## src/hw/rtl/mdu_pkg.sv

```systemverilog
// Shared types, codes and helpers for the multiply/divide unit.
// No dependencies.
`default_nettype none
package mdu_pkg;

    typedef enum logic [1:0] {
        OP_MUL  = 2'd0,
        OP_IMUL = 2'd1,
        OP_DIV  = 2'd2,
        OP_IDIV = 2'd3
    } op_t;

    localparam logic [1:0] WIDTH_8  = 2'd0;
    localparam logic [1:0] WIDTH_16 = 2'd1;
    localparam logic [1:0] WIDTH_32 = 2'd2;

    localparam int QDEPTH = 4;
    localparam int QPTR_W = $clog2(QDEPTH);

    // Classified request as it waits between front and back.
    typedef struct packed {
        logic        is_div;
        logic        is_signed;
        logic [1:0]  ws;
        logic [32:0] a_ext;   // multiplicand, sign or zero extended
        logic [32:0] b_ext;   // multiplier, sign or zero extended
        logic [63:0] nm;      // dividend magnitude
        logic [31:0] dm;      // divisor magnitude
        logic        nneg;
        logic        qneg;
        logic        err;     // divide fault found up front
    } entry_t;

    typedef enum logic [1:0] {
        DIV_IDLE,
        DIV_RUN,
        DIV_FINISH
    } div_state_t;

    function automatic logic [31:0] width_mask(input logic [1:0] ws);
        logic [31:0] m;
        case (ws)
            WIDTH_8:  m = 32'h0000_00ff;
            WIDTH_16: m = 32'h0000_ffff;
            default:  m = 32'hffff_ffff;
        endcase
        return m;
    endfunction

    function automatic logic [5:0] width_bits(input logic [1:0] ws);
        logic [5:0] b;
        case (ws)
            WIDTH_8:  b = 6'd8;
            WIDTH_16: b = 6'd16;
            default:  b = 6'd32;
        endcase
        return b;
    endfunction

endpackage
`default_nettype wire

```

## src/hw/rtl/mdu_front.sv

```systemverilog
// Front end: masks and extends operands, takes magnitudes, flags divide faults.
// Depends on mdu_pkg.
`default_nettype none
module mdu_front (
    input  wire logic [1:0]     op,
    input  wire logic [1:0]     width_sel,
    input  wire logic [31:0]    acc_low,
    input  wire logic [31:0]    acc_high,
    input  wire logic [31:0]    source_operand,
    output mdu_pkg::entry_t     entry
);

    logic [31:0] mask;
    logic [31:0] a;
    logic [31:0] b;
    logic        sgn;
    logic        a_top;
    logic        b_top;
    logic [63:0] n;
    logic        n_top;
    logic [63:0] nsx;
    logic [63:0] nm;
    logic [63:0] nm_hi;
    logic [32:0] b_ext;
    logic [32:0] b_neg;
    logic [31:0] dm;

    always_comb
    begin
        mask = mdu_pkg::width_mask(width_sel);
        a    = acc_low & mask;
        b    = source_operand & mask;
        sgn  = op[0];
        case (width_sel)
            mdu_pkg::WIDTH_8:
            begin
                a_top = a[7];
                b_top = b[7];
                n     = {48'd0, acc_low[15:0]};
                n_top = n[15];
                nsx   = {{48{sgn & n[15]}}, n[15:0]};
            end
            mdu_pkg::WIDTH_16:
            begin
                a_top = a[15];
                b_top = b[15];
                n     = {32'd0, acc_high[15:0], acc_low[15:0]};
                n_top = n[31];
                nsx   = {{32{sgn & n[31]}}, n[31:0]};
            end
            default:
            begin
                a_top = a[31];
                b_top = b[31];
                n     = {acc_high, acc_low};
                n_top = n[63];
                nsx   = n;
            end
        endcase

        entry.is_div    = op[1];
        entry.is_signed = sgn;
        entry.ws        = width_sel;
        entry.a_ext     = {1'b0, a} | ({33{sgn & a_top}} & ~{1'b0, mask});
        b_ext           = {1'b0, b} | ({33{sgn & b_top}} & ~{1'b0, mask});
        entry.b_ext     = b_ext;

        entry.nneg = sgn & n_top;
        nm         = entry.nneg ? (64'd0 - nsx) : n;
        b_neg      = 33'd0 - b_ext;
        dm         = (sgn & b_top) ? b_neg[31:0] : b;
        entry.qneg = entry.nneg ^ (sgn & b_top);
        entry.nm   = nm;
        entry.dm   = dm;

        case (width_sel)
            mdu_pkg::WIDTH_8:  nm_hi = {8'd0, nm[63:8]};
            mdu_pkg::WIDTH_16: nm_hi = {16'd0, nm[63:16]};
            default:           nm_hi = {32'd0, nm[63:32]};
        endcase
        // quotient needs more than w bits when the upper half already reaches the divisor
        entry.err = op[1] & ((b == 32'd0) | (nm_hi >= {32'd0, dm}));
    end

endmodule
`default_nettype wire

```

## src/hw/rtl/mdu_queue.sv

```systemverilog
// Short request queue between the front end and the execution back end.
// Depends on mdu_pkg.
`default_nettype none
module mdu_queue (
    input  wire logic            clk,
    input  wire logic            rst_n,
    input  wire logic            push,
    input  wire mdu_pkg::entry_t push_data,
    input  wire logic            pop,
    output mdu_pkg::entry_t      head,
    output logic                 empty,
    output logic                 full
);

    mdu_pkg::entry_t mem [mdu_pkg::QDEPTH];
    logic [mdu_pkg::QPTR_W-1:0] wr_ptr_reg;
    logic [mdu_pkg::QPTR_W-1:0] rd_ptr_reg;
    logic [mdu_pkg::QPTR_W:0]   count_reg;

    assign empty = (count_reg == '0);
    assign full  = (count_reg == (mdu_pkg::QPTR_W+1)'(mdu_pkg::QDEPTH));
    assign head  = mem[rd_ptr_reg];

    always_ff @(posedge clk)
    begin
        if (push)
        begin
            mem[wr_ptr_reg] <= push_data;
        end
    end

    always_ff @(posedge clk or negedge rst_n)
    begin
        if (!rst_n)
        begin
            wr_ptr_reg <= '0;
            rd_ptr_reg <= '0;
            count_reg  <= '0;
        end
        else
        begin
            if (push)
            begin
                wr_ptr_reg <= wr_ptr_reg + 1'b1;
            end
            if (pop)
            begin
                rd_ptr_reg <= rd_ptr_reg + 1'b1;
            end
            if (push && !pop)
            begin
                count_reg <= count_reg + 1'b1;
            end
            else if (pop && !push)
            begin
                count_reg <= count_reg - 1'b1;
            end
        end
    end

endmodule
`default_nettype wire

```

## src/hw/rtl/mdu_back.sv

```systemverilog
// Back end: pipelined multiplier and a one-bit-per-cycle restoring divider,
// with the registered result strobe. Depends on mdu_pkg.
`default_nettype none
module mdu_back (
    input  wire logic            clk,
    input  wire logic            rst_n,
    input  wire mdu_pkg::entry_t head,
    input  wire logic            empty,
    output logic                 pop,
    output logic                 done,
    output logic [31:0]          result_low,
    output logic [31:0]          result_high,
    output logic                 carry_overflow,
    output logic                 divide_error
);

    // multiply pipe
    logic              pv_reg;
    logic signed [65:0] p_reg;
    logic [1:0]        p_ws_reg;
    logic              p_sgn_reg;

    // divider
    mdu_pkg::div_state_t state_reg, state_next;
    logic [31:0] rem_reg, rem_next;
    logic [31:0] nlo_reg, nlo_next;
    logic [31:0] q_reg, q_next;
    logic [5:0]  cnt_reg, cnt_next;
    logic [31:0] dm_reg, dm_next;
    logic [1:0]  d_ws_reg, d_ws_next;
    logic        d_sgn_reg, d_sgn_next;
    logic        nneg_reg, nneg_next;
    logic        qneg_reg, qneg_next;
    logic        err_reg, err_next;

    logic        pop_div;
    logic [32:0] trial;
    logic        ge;
    logic [32:0] diff;

    // output
    logic        done_reg;
    logic [31:0] lo_reg, hi_reg;
    logic        cf_reg, de_reg;

    logic [31:0] m_mask, m_lo, m_hi;
    logic [65:0] m_ext;
    logic        m_cf;
    logic [31:0] d_mask, q_neg, r_neg, lim;
    logic        d_fault;

    assign pop     = !empty && (state_reg == mdu_pkg::DIV_IDLE);
    assign pop_div = pop && head.is_div;

    // restoring step
    always_comb
    begin
        trial = {rem_reg, nlo_reg[31]};
        ge    = (trial >= {1'b0, dm_reg});
        diff  = trial - {1'b0, dm_reg};
    end

    always_comb
    begin
        state_next = state_reg;
        rem_next   = rem_reg;
        nlo_next   = nlo_reg;
        q_next     = q_reg;
        cnt_next   = cnt_reg;
        dm_next    = dm_reg;
        d_ws_next  = d_ws_reg;
        d_sgn_next = d_sgn_reg;
        nneg_next  = nneg_reg;
        qneg_next  = qneg_reg;
        err_next   = err_reg;
        case (state_reg)
            mdu_pkg::DIV_IDLE:
            begin
                if (pop_div)
                begin
                    dm_next    = head.dm;
                    d_ws_next  = head.ws;
                    d_sgn_next = head.is_signed;
                    nneg_next  = head.nneg;
                    qneg_next  = head.qneg;
                    err_next   = head.err;
                    q_next     = '0;
                    cnt_next   = mdu_pkg::width_bits(head.ws);
                    case (head.ws)
                        mdu_pkg::WIDTH_8:
                        begin
                            rem_next = {24'd0, head.nm[15:8]};
                            nlo_next = {head.nm[7:0], 24'd0};
                        end
                        mdu_pkg::WIDTH_16:
                        begin
                            rem_next = {16'd0, head.nm[31:16]};
                            nlo_next = {head.nm[15:0], 16'd0};
                        end
                        default:
                        begin
                            rem_next = head.nm[63:32];
                            nlo_next = head.nm[31:0];
                        end
                    endcase
                    state_next = head.err ? mdu_pkg::DIV_FINISH : mdu_pkg::DIV_RUN;
                end
            end
            mdu_pkg::DIV_RUN:
            begin
                rem_next = ge ? diff[31:0] : trial[31:0];
                q_next   = {q_reg[30:0], ge};
                nlo_next = {nlo_reg[30:0], 1'b0};
                cnt_next = cnt_reg - 6'd1;
                if (cnt_reg == 6'd1)
                begin
                    state_next = mdu_pkg::DIV_FINISH;
                end
            end
            mdu_pkg::DIV_FINISH:
            begin
                state_next = mdu_pkg::DIV_IDLE;
            end
            default:
            begin
                state_next = mdu_pkg::DIV_IDLE;
            end
        endcase
    end

    // multiply result shaping
    always_comb
    begin
        m_mask = mdu_pkg::width_mask(p_ws_reg);
        m_lo   = p_reg[31:0] & m_mask;
        case (p_ws_reg)
            mdu_pkg::WIDTH_8:
            begin
                m_hi  = {24'd0, p_reg[15:8]};
                m_ext = {{58{p_sgn_reg & p_reg[7]}}, p_reg[7:0]};
            end
            mdu_pkg::WIDTH_16:
            begin
                m_hi  = {16'd0, p_reg[31:16]};
                m_ext = {{50{p_sgn_reg & p_reg[15]}}, p_reg[15:0]};
            end
            default:
            begin
                m_hi  = p_reg[63:32];
                m_ext = {{34{p_sgn_reg & p_reg[31]}}, p_reg[31:0]};
            end
        endcase
        m_cf = (m_ext != p_reg);
    end

    // divide result shaping
    always_comb
    begin
        d_mask  = mdu_pkg::width_mask(d_ws_reg);
        lim     = (d_mask >> 1) + {31'd0, qneg_reg};
        q_neg   = 32'd0 - q_reg;
        r_neg   = 32'd0 - rem_reg;
        d_fault = err_reg | (d_sgn_reg & (q_reg > lim));
    end

    always_ff @(posedge clk)
    begin
        if (pop && !head.is_div)
        begin
            p_reg     <= $signed(head.a_ext) * $signed(head.b_ext);
            p_ws_reg  <= head.ws;
            p_sgn_reg <= head.is_signed;
        end
        rem_reg   <= rem_next;
        nlo_reg   <= nlo_next;
        q_reg     <= q_next;
        cnt_reg   <= cnt_next;
        dm_reg    <= dm_next;
        d_ws_reg  <= d_ws_next;
        d_sgn_reg <= d_sgn_next;
        nneg_reg  <= nneg_next;
        qneg_reg  <= qneg_next;
        err_reg   <= err_next;
        if (pv_reg)
        begin
            lo_reg <= m_lo;
            hi_reg <= m_hi;
            cf_reg <= m_cf;
            de_reg <= 1'b0;
        end
        else if (state_reg == mdu_pkg::DIV_FINISH)
        begin
            lo_reg <= d_fault ? 32'd0 : ((qneg_reg ? q_neg : q_reg) & d_mask);
            hi_reg <= d_fault ? 32'd0 : ((nneg_reg ? r_neg : rem_reg) & d_mask);
            cf_reg <= 1'b0;
            de_reg <= d_fault;
        end
    end

    always_ff @(posedge clk or negedge rst_n)
    begin
        if (!rst_n)
        begin
            state_reg <= mdu_pkg::DIV_IDLE;
            pv_reg    <= 1'b0;
            done_reg  <= 1'b0;
        end
        else
        begin
            state_reg <= state_next;
            pv_reg    <= pop && !head.is_div;
            done_reg  <= pv_reg || (state_reg == mdu_pkg::DIV_FINISH);
        end
    end

    assign done           = done_reg;
    assign result_low     = lo_reg;
    assign result_high    = hi_reg;
    assign carry_overflow = cf_reg;
    assign divide_error   = de_reg;

endmodule
`default_nettype wire

```

## src/hw/rtl/x86_multiply_divide_unit_core.sv

```systemverilog
// x86 MUL/IMUL/DIV/IDIV unit at 8, 16 and 32 bits: top level.
// Depends on mdu_pkg, mdu_front, mdu_queue, mdu_back.
//
// A request is taken when start is high and busy is low; results come back
// in request order, each on the result ports for one cycle with done high,
// and cannot be held off. Multiplies issue one per cycle while the divider
// is idle (one 33x33 multiplier stage). A divide runs the restoring divider
// one quotient bit per cycle (w = 8, 16 or 32 bits), then a finish state,
// or goes straight to finish on a divide fault found up front; while it
// runs, later requests wait in a four-entry queue and busy rises when full.
`default_nettype none
module x86_multiply_divide_unit_core (
    input  wire logic        clk,
    input  wire logic        rst_n,
    input  wire logic        start,
    output logic             busy,
    input  wire logic [1:0]  op,
    input  wire logic [1:0]  width_sel,
    input  wire logic [31:0] acc_low,
    input  wire logic [31:0] acc_high,
    input  wire logic [31:0] source_operand,
    output logic             done,
    output logic [31:0]      result_low,
    output logic [31:0]      result_high,
    output logic             carry_overflow,
    output logic             divide_error
);

    mdu_pkg::entry_t front_entry;
    mdu_pkg::entry_t head;
    logic            empty;
    logic            full;
    logic            pop;

    mdu_front u_front (
        .op             (op),
        .width_sel      (width_sel),
        .acc_low        (acc_low),
        .acc_high       (acc_high),
        .source_operand (source_operand),
        .entry          (front_entry)
    );

    mdu_queue u_queue (
        .clk       (clk),
        .rst_n     (rst_n),
        .push      (start && !full),
        .push_data (front_entry),
        .pop       (pop),
        .head      (head),
        .empty     (empty),
        .full      (full)
    );

    mdu_back u_back (
        .clk            (clk),
        .rst_n          (rst_n),
        .head           (head),
        .empty          (empty),
        .pop            (pop),
        .done           (done),
        .result_low     (result_low),
        .result_high    (result_high),
        .carry_overflow (carry_overflow),
        .divide_error   (divide_error)
    );

    assign busy = full;

endmodule
`default_nettype wire

```

## config.mk

```make
export PLATFORM = sky130hd
export DESIGN_NAME = x86_multiply_divide_unit_core
export DESIGN_NICKNAME = d
export VERILOG_FILES = /design/src/hw/rtl/mdu_pkg.sv /design/src/hw/rtl/mdu_front.sv /design/src/hw/rtl/mdu_queue.sv /design/src/hw/rtl/mdu_back.sv /design/src/hw/rtl/x86_multiply_divide_unit_core.sv
export SDC_FILE = /design/constraint.sdc
export NUM_CORES = 2
export LEC_CHECK = 0
export BUFFER_PORTS_ARGS = -buffer_cell sky130_fd_sc_hd__buf_2
export CAP_MARGIN = 20
export CORE_MARGIN = 5
export CORE_UTILIZATION = 65
export CTS_CLUSTER_DIAMETER = 100
export DETAILED_ROUTE_END_ITERATION = 6
export PLACE_DENSITY_LB_ADDON = 0.08
export SLEW_MARGIN = 20
export SYNTH_ARGS = -nofsm -noshare
export SYNTH_HDL_FRONTEND = slang
export SYNTH_SLANG_ARGS = --single-unit
```

## constraint.sdc

```tcl
create_clock -name clk -period 12.47 [get_ports clk]
set_clock_uncertainty 0.05 [all_clocks]
set_input_delay 1.247 -clock clk [delete_from_list [all_inputs] [get_ports clk]]
set_output_delay 1.247 -clock clk [all_outputs]
set_load 0.05 [all_outputs]
```

==> Word-level counts from Yosys, hierarchy flattened <==
Memory sizes are Yosys's and may differ from the RTL's.
Cells that the tools add are included.
{ "word_totals": {"in_bits": 103, "register_bits": 286, "n_memories": 1, "ram_bits": 676, "out_inout_bits": 68} }
{ "classes": {"n_mul": 1, "reduce_logical": 25, "add_sub_neg": 11, "order_cmp": 3, "eq_ne": 11, "muxes": 43, "n_bitwise": 23} }
{ "memory_table": {"columns": ["name", "depth", "width", "rd", "rd_ports_with_merged_regs", "write_ports", "line_no", "source"], "rows": [
  ["u_queue.mem", 4, 169, 1, 0, 1, "mdu_queue.sv:15", "mdu_pkg::entry_t mem [mdu_pkg::QDEPTH];"]
]} }
{ "ops": {"columns": ["cell", "count"], "rows": [
  ["$pmux 32 s2", 9],
  ["$mux 32", 13],
  ["$pmux 64 s2", 2],
  ["$and 32x32->32", 5],
  ["$pmux 66 s2", 1],
  ["$pmux 56 s2", 1],
  ["$sub 1x32->32 const A", 3],
  ["$and 33x33->33", 2],
  ["$mul 33x33->66", 1],
  ["$ne 66x66->1", 1],
  ["$or 32x33->33", 2],
  ["$mux 64", 1],
  ["$sub 1x64->64 const A", 1],
  ["$ge 56x32->1", 1],
  ["$ge 33x32->1", 1],
  ["$not 32->33", 1],
  ["$add 31x1->32", 1],
  ["$gt 32x32->1", 1],
  ["$logic_not 32->1", 1],
  ["$sub 32x32->32", 1],
  ["$pmux 6 s2", 2],
  ["$and 1x1->1", 10],
  ["$eq 2x1->1 const B", 5],
  ["$logic_not 2->1", 5],
  ["other kinds (22)", 46]
]} }

==> Depth between registers and ports, before layout <==
{ "logic_depth": {"ltp_word": 12, "mapped_depth": 36} }

==> Hierarchy <==
A second synthesis with hierarchy kept.
{ "hier_totals": {"hier_cells": 7341, "hier_area_um2": 83850.4} }
{ "modules_own_cells": {"columns": ["mod", "n_inst", "area_each_um2", "cells_per_inst", "seq_area_each_um2"], "rows": [
  ["mdu_back", 1, 54354.6, 5663, 8348.0],
  ["mdu_queue", 1, 24746.2, 917, 20474.6],
  ["mdu_front", 1, 4735.8, 760, 0.0],
  ["x86_multiply_divide_unit_core", 1, 13.8, 1, 0.0]
]} }

==> Worst setup path after synthesis <==
OpenSTA, ideal clock, no wires.
{ "synth_path": {"path_type": "register to register", "from": "register u_queue.rd_ptr_reg[0] (netlist bit)", "to": "register u_back.p_reg[49] (data pin)", "path_stages_with_launch": 35, "n_path_buf": 7, "period_less_slack_ns": 9.749, "setup_slack_ns": 2.721, "required_ns": 12.155, "arrival_time_ns": 9.434, "setup_time_ns": 0.265, "path_cell_list": "dfrtp_1 clkbuf_1 clkbuf_1 clkbuf_1 clkbuf_1 nand2_1 o21ai_0 clkbuf_1 clkbuf_1 nor2_1 fa_1 inv_1 fa_1 inv_1 fa_1 inv_1 fa_1 inv_1 fa_1 fa_1 fa_1 inv_1 fa_1 inv_1 ha_1 clkbuf_1 and3_1 nand2_1 or3_1 a211o_1 a31oi_1 nor4_1 or4_1 o21ai_1 xor2_1"} }
{ "synth_between": {"elab_chain_len": 2} }
{ "synth_lines": {"columns": ["element", "line_no", "source"], "rows": [
  ["start, declared", "mdu_queue.sv:17", "logic [mdu_pkg::QPTR_W-1:0] rd_ptr_reg;"],
  ["start signal, assigned", "mdu_queue.sv:48", "rd_ptr_reg <= rd_ptr_reg + 1'b1;"],
  ["$mem_v2 4x169", null, null],
  ["$mul 33x33->66", "mdu_back.sv:170", "p_reg <= $signed(head.a_ext) * $signed(head.b_ext);"],
  ["end signal, assigned", "mdu_back.sv:170", null],
  ["end, declared", "mdu_back.sv:19", "logic signed [65:0] p_reg;"]
]} }
No other way between the ends.
A chain may end at the register's enable or synchronous reset.

==> Final worst setup path <==
{ "layout_path": {"from": "register u_queue.rd_ptr_reg[1] (netlist bit)", "to": "register u_back.p_reg[65] (data pin)"} }
Same word-level chain as after synthesis.

==> results.cfg <==
[outcome]
status = finished, final reports clean

[sta]
setup_viol = 0
finalCritPeriodShare = 0.841
layout_min_cycle_time_ns = 10.49
hold_viol_final = 0
worst_pin_slew_ns = 1.25
drv_slew = 0
rsz0062_at_grt = no
tns_ns = 0
max_freq_mhz = 95.3
slew_headroom = 0.163

[clocking]
insertion_delay_ns = 0.71
cts_setup_buffers = 0
h-tree-depth = 3
cts_made_buffers = 95
clk_pin_slew_ns = 0.07
post_cts_resized = 0
cts_max_path_buffers = 3
cts_sinks = 954
cts_tree = done
ctsHoldBuffers = 0
cts_root_buf = clkbuf_16

[drt]
viasPerCell = 6.26
routed_wl_mm = 253
dr.pass1.iters = 6
wire_per_inst_um = 27.3
num_vias = 58100
drtIter0Drc = 6530
ant_nets = 0
route.detailed.drc = 0

[setup_path]
startpoint = u_queue.rd_ptr_reg[1]
rrSetupSlack_ns = 1.98
worst-endpoint-arrival_ns = 10.88
critical_path.endpoint = u_back.p_reg[65]
worstReg2RegStart = u_queue.rd_ptr_reg[1]
slowest_delay_ns = 1.07
r2r_end = u_back.p_reg[65]
required_ns = 12.86
worstSetupPathType = flop to flop
path_max_fanout = 44
crit_top_cell = fa_1
crit_chain = mux2_2 > o21a_1 > buf_4 > nand2_1 > inv_1 > fa_1 > fa_1 > fa_1 > inv_1 > fa_1 > inv_1 > fa_1 > fa_1 > fa_1 > inv_1 > fa_1 > inv_1 > ha_1 > a21oi_1 > o41ai_1 > o41ai_1 > o311ai_0 > xnor2_1
cpMaxStageDelayCell = fa_1
r2r.worst_path.cells = 23
worst_setup_path_end_kind = flop
start_kind = flop

[synthesis]
syn_area_um2 = 82400
yosysTopAreaCell = edfxtp_1
synth_cell_types = 82
synth_enable_flop_cells = 942
yosysWarnings = 0
postSynthAreaPerCell_um2 = 11.0
synth_area_leaders = edfxtp_1 34%, fa_1 28%, inv_1 5.8%
synth_ff_type = edfxtp_1
synth_cells = 7479
yosysSeqAreaShare = 0.347
synth-seq-cells = 954
async_flop_share = 0.0115
synth_nets = 9055
synth_top_area_frac = 0.343

[placement]
place.gp.congestion = 1.08
dpl.hpwl_mm = 193
port_buffers = 170

[floorplan]
std_cell_rows = 130
start_util = 0.655
die_w_um = 366
io_pins = 171
core_area_um2 = 126000
die-area_um2 = 134000
die_h_um = 366

[hold_path]
hold_path.class = input pin to async pin

[global_routing]
grt_max_degree = 97
grt_pass1_wl_mm = 375
grt_pass1_vias = 59300
grt_overflow_total = 0
gr-usage-all-layers = 0.380
antenna_found_initial = 23

[flow_run]
drv_cap = 0

[cells_and_area]
area_growth_pct = 7.43
final_cell_mix = 1,270 x inv_1, 1,147 x fa_1, 942 x edfxtp_1, 816 x nand2_1, 740 x nor2_1
layout.nets = 9111
final_common_cell = inv_1
drive_gt1_frac = 0.0909
largest_reg_flops = 668
[critical path, delay by kind of cell (launching register included)]
family	cells	cell delay, ns
XOR/XNOR	1	0.18
AO/OA/AOI/OAI	5	1.87
flip-flops	1	0.87
adder cells (fa/ha/maj)	9	5.26
multiplexers	1	0.42
AND/OR/NAND/NOR	1	0.15
buffers and inverters	6	1.39
[per-layer routing]
metal	vias to the layer above	track usage	routed length [um]
met3	661	0.129	33600
met4	20	0.182	15200
met2	3532	0.557	110000
met1	29300	0.514	94500
met5	-	0	108
li1	24500	-	-
[synth_stat cells, drive strengths merged (24+ instances only)]
master  number
xor2       115
nor3        59
o21bai      24
fa        1147
a21o        96
clkbuf     324
mux2        60
nand2b      57
nor4        33
edfxtp     942
nand4       48
buf         35
o21a        62
nor2b       26
and2        72
a21oi      185
or4         27
nand2      817
nand3       85
a31oi       38
mux2i       92
xnor2      143
o31ai       30
o21ai      268
mux4       112
nor2       741
ha         326
inv       1271
[per-stage QoR]
stage / hold WS [ns] / util / instances / worst slack [ns] / cell area [um^2]
2_1_floorplan: 0.406 / - / 7479 / 2.72 / 82400
3_3_place_gp: 0.431 / 0.678 / 9087 / 2.12 / 85200
3_5_place_dp: 0.437 / 0.678 / 9087 / 2.00 / 85200
4_1_cts: 0.411 / 0.703 / 9261 / 1.99 / 88400
5_1_grt: 0.434 / 0.704 / 9264 / 1.60 / 88500
6_report: 0.446 / 0.704 / 9274 / 1.98 / 88500
[how the worst min path moves through the flow]
stage	to	slack [ns]	cells past startpoint
after detailed placement	u_queue.count_reg[2]	0.44	1
after CTS	u_queue.count_reg[2]	0.41	1
after global placement	u_queue.count_reg[2]	0.43	1
after global routing	u_queue.count_reg[0]	0.43	1
after floorplan	u_queue.count_reg[2]	0.41	1
final	u_queue.count_reg[0]	0.45	1
[cells by family (layout without fill, tap and decap cells)]
logic type	after synthesis	count (layout)	synth area share
compound gates	862	862	0.0661
xor+xnor	258	258	0.0274
fa+ha+maj	1473	1473	0.328
buf+inv	1631	1764	0.0746
flops	954	954	0.347
mux	264	264	0.0500
other cells	0	12	0
simple gates	2037	2037	0.107
[final cells by class]
class | count | area (um^2)
antenna | 12 | 30.0
clock buffer | 118 | 2520
clock inverter | 56 | 708
fill | 9253 | 37200
inverter | 1272 | 4770
multi-input combinational | 4894 | 47800
sequential | 954 | 28600
tap | 1650 | 2060
timing repair buffer | 318 | 2010
Power is left out: the tool's default activity adds up to more than one toggle a clock period on the data nets, which glitch-free logic cannot reach.
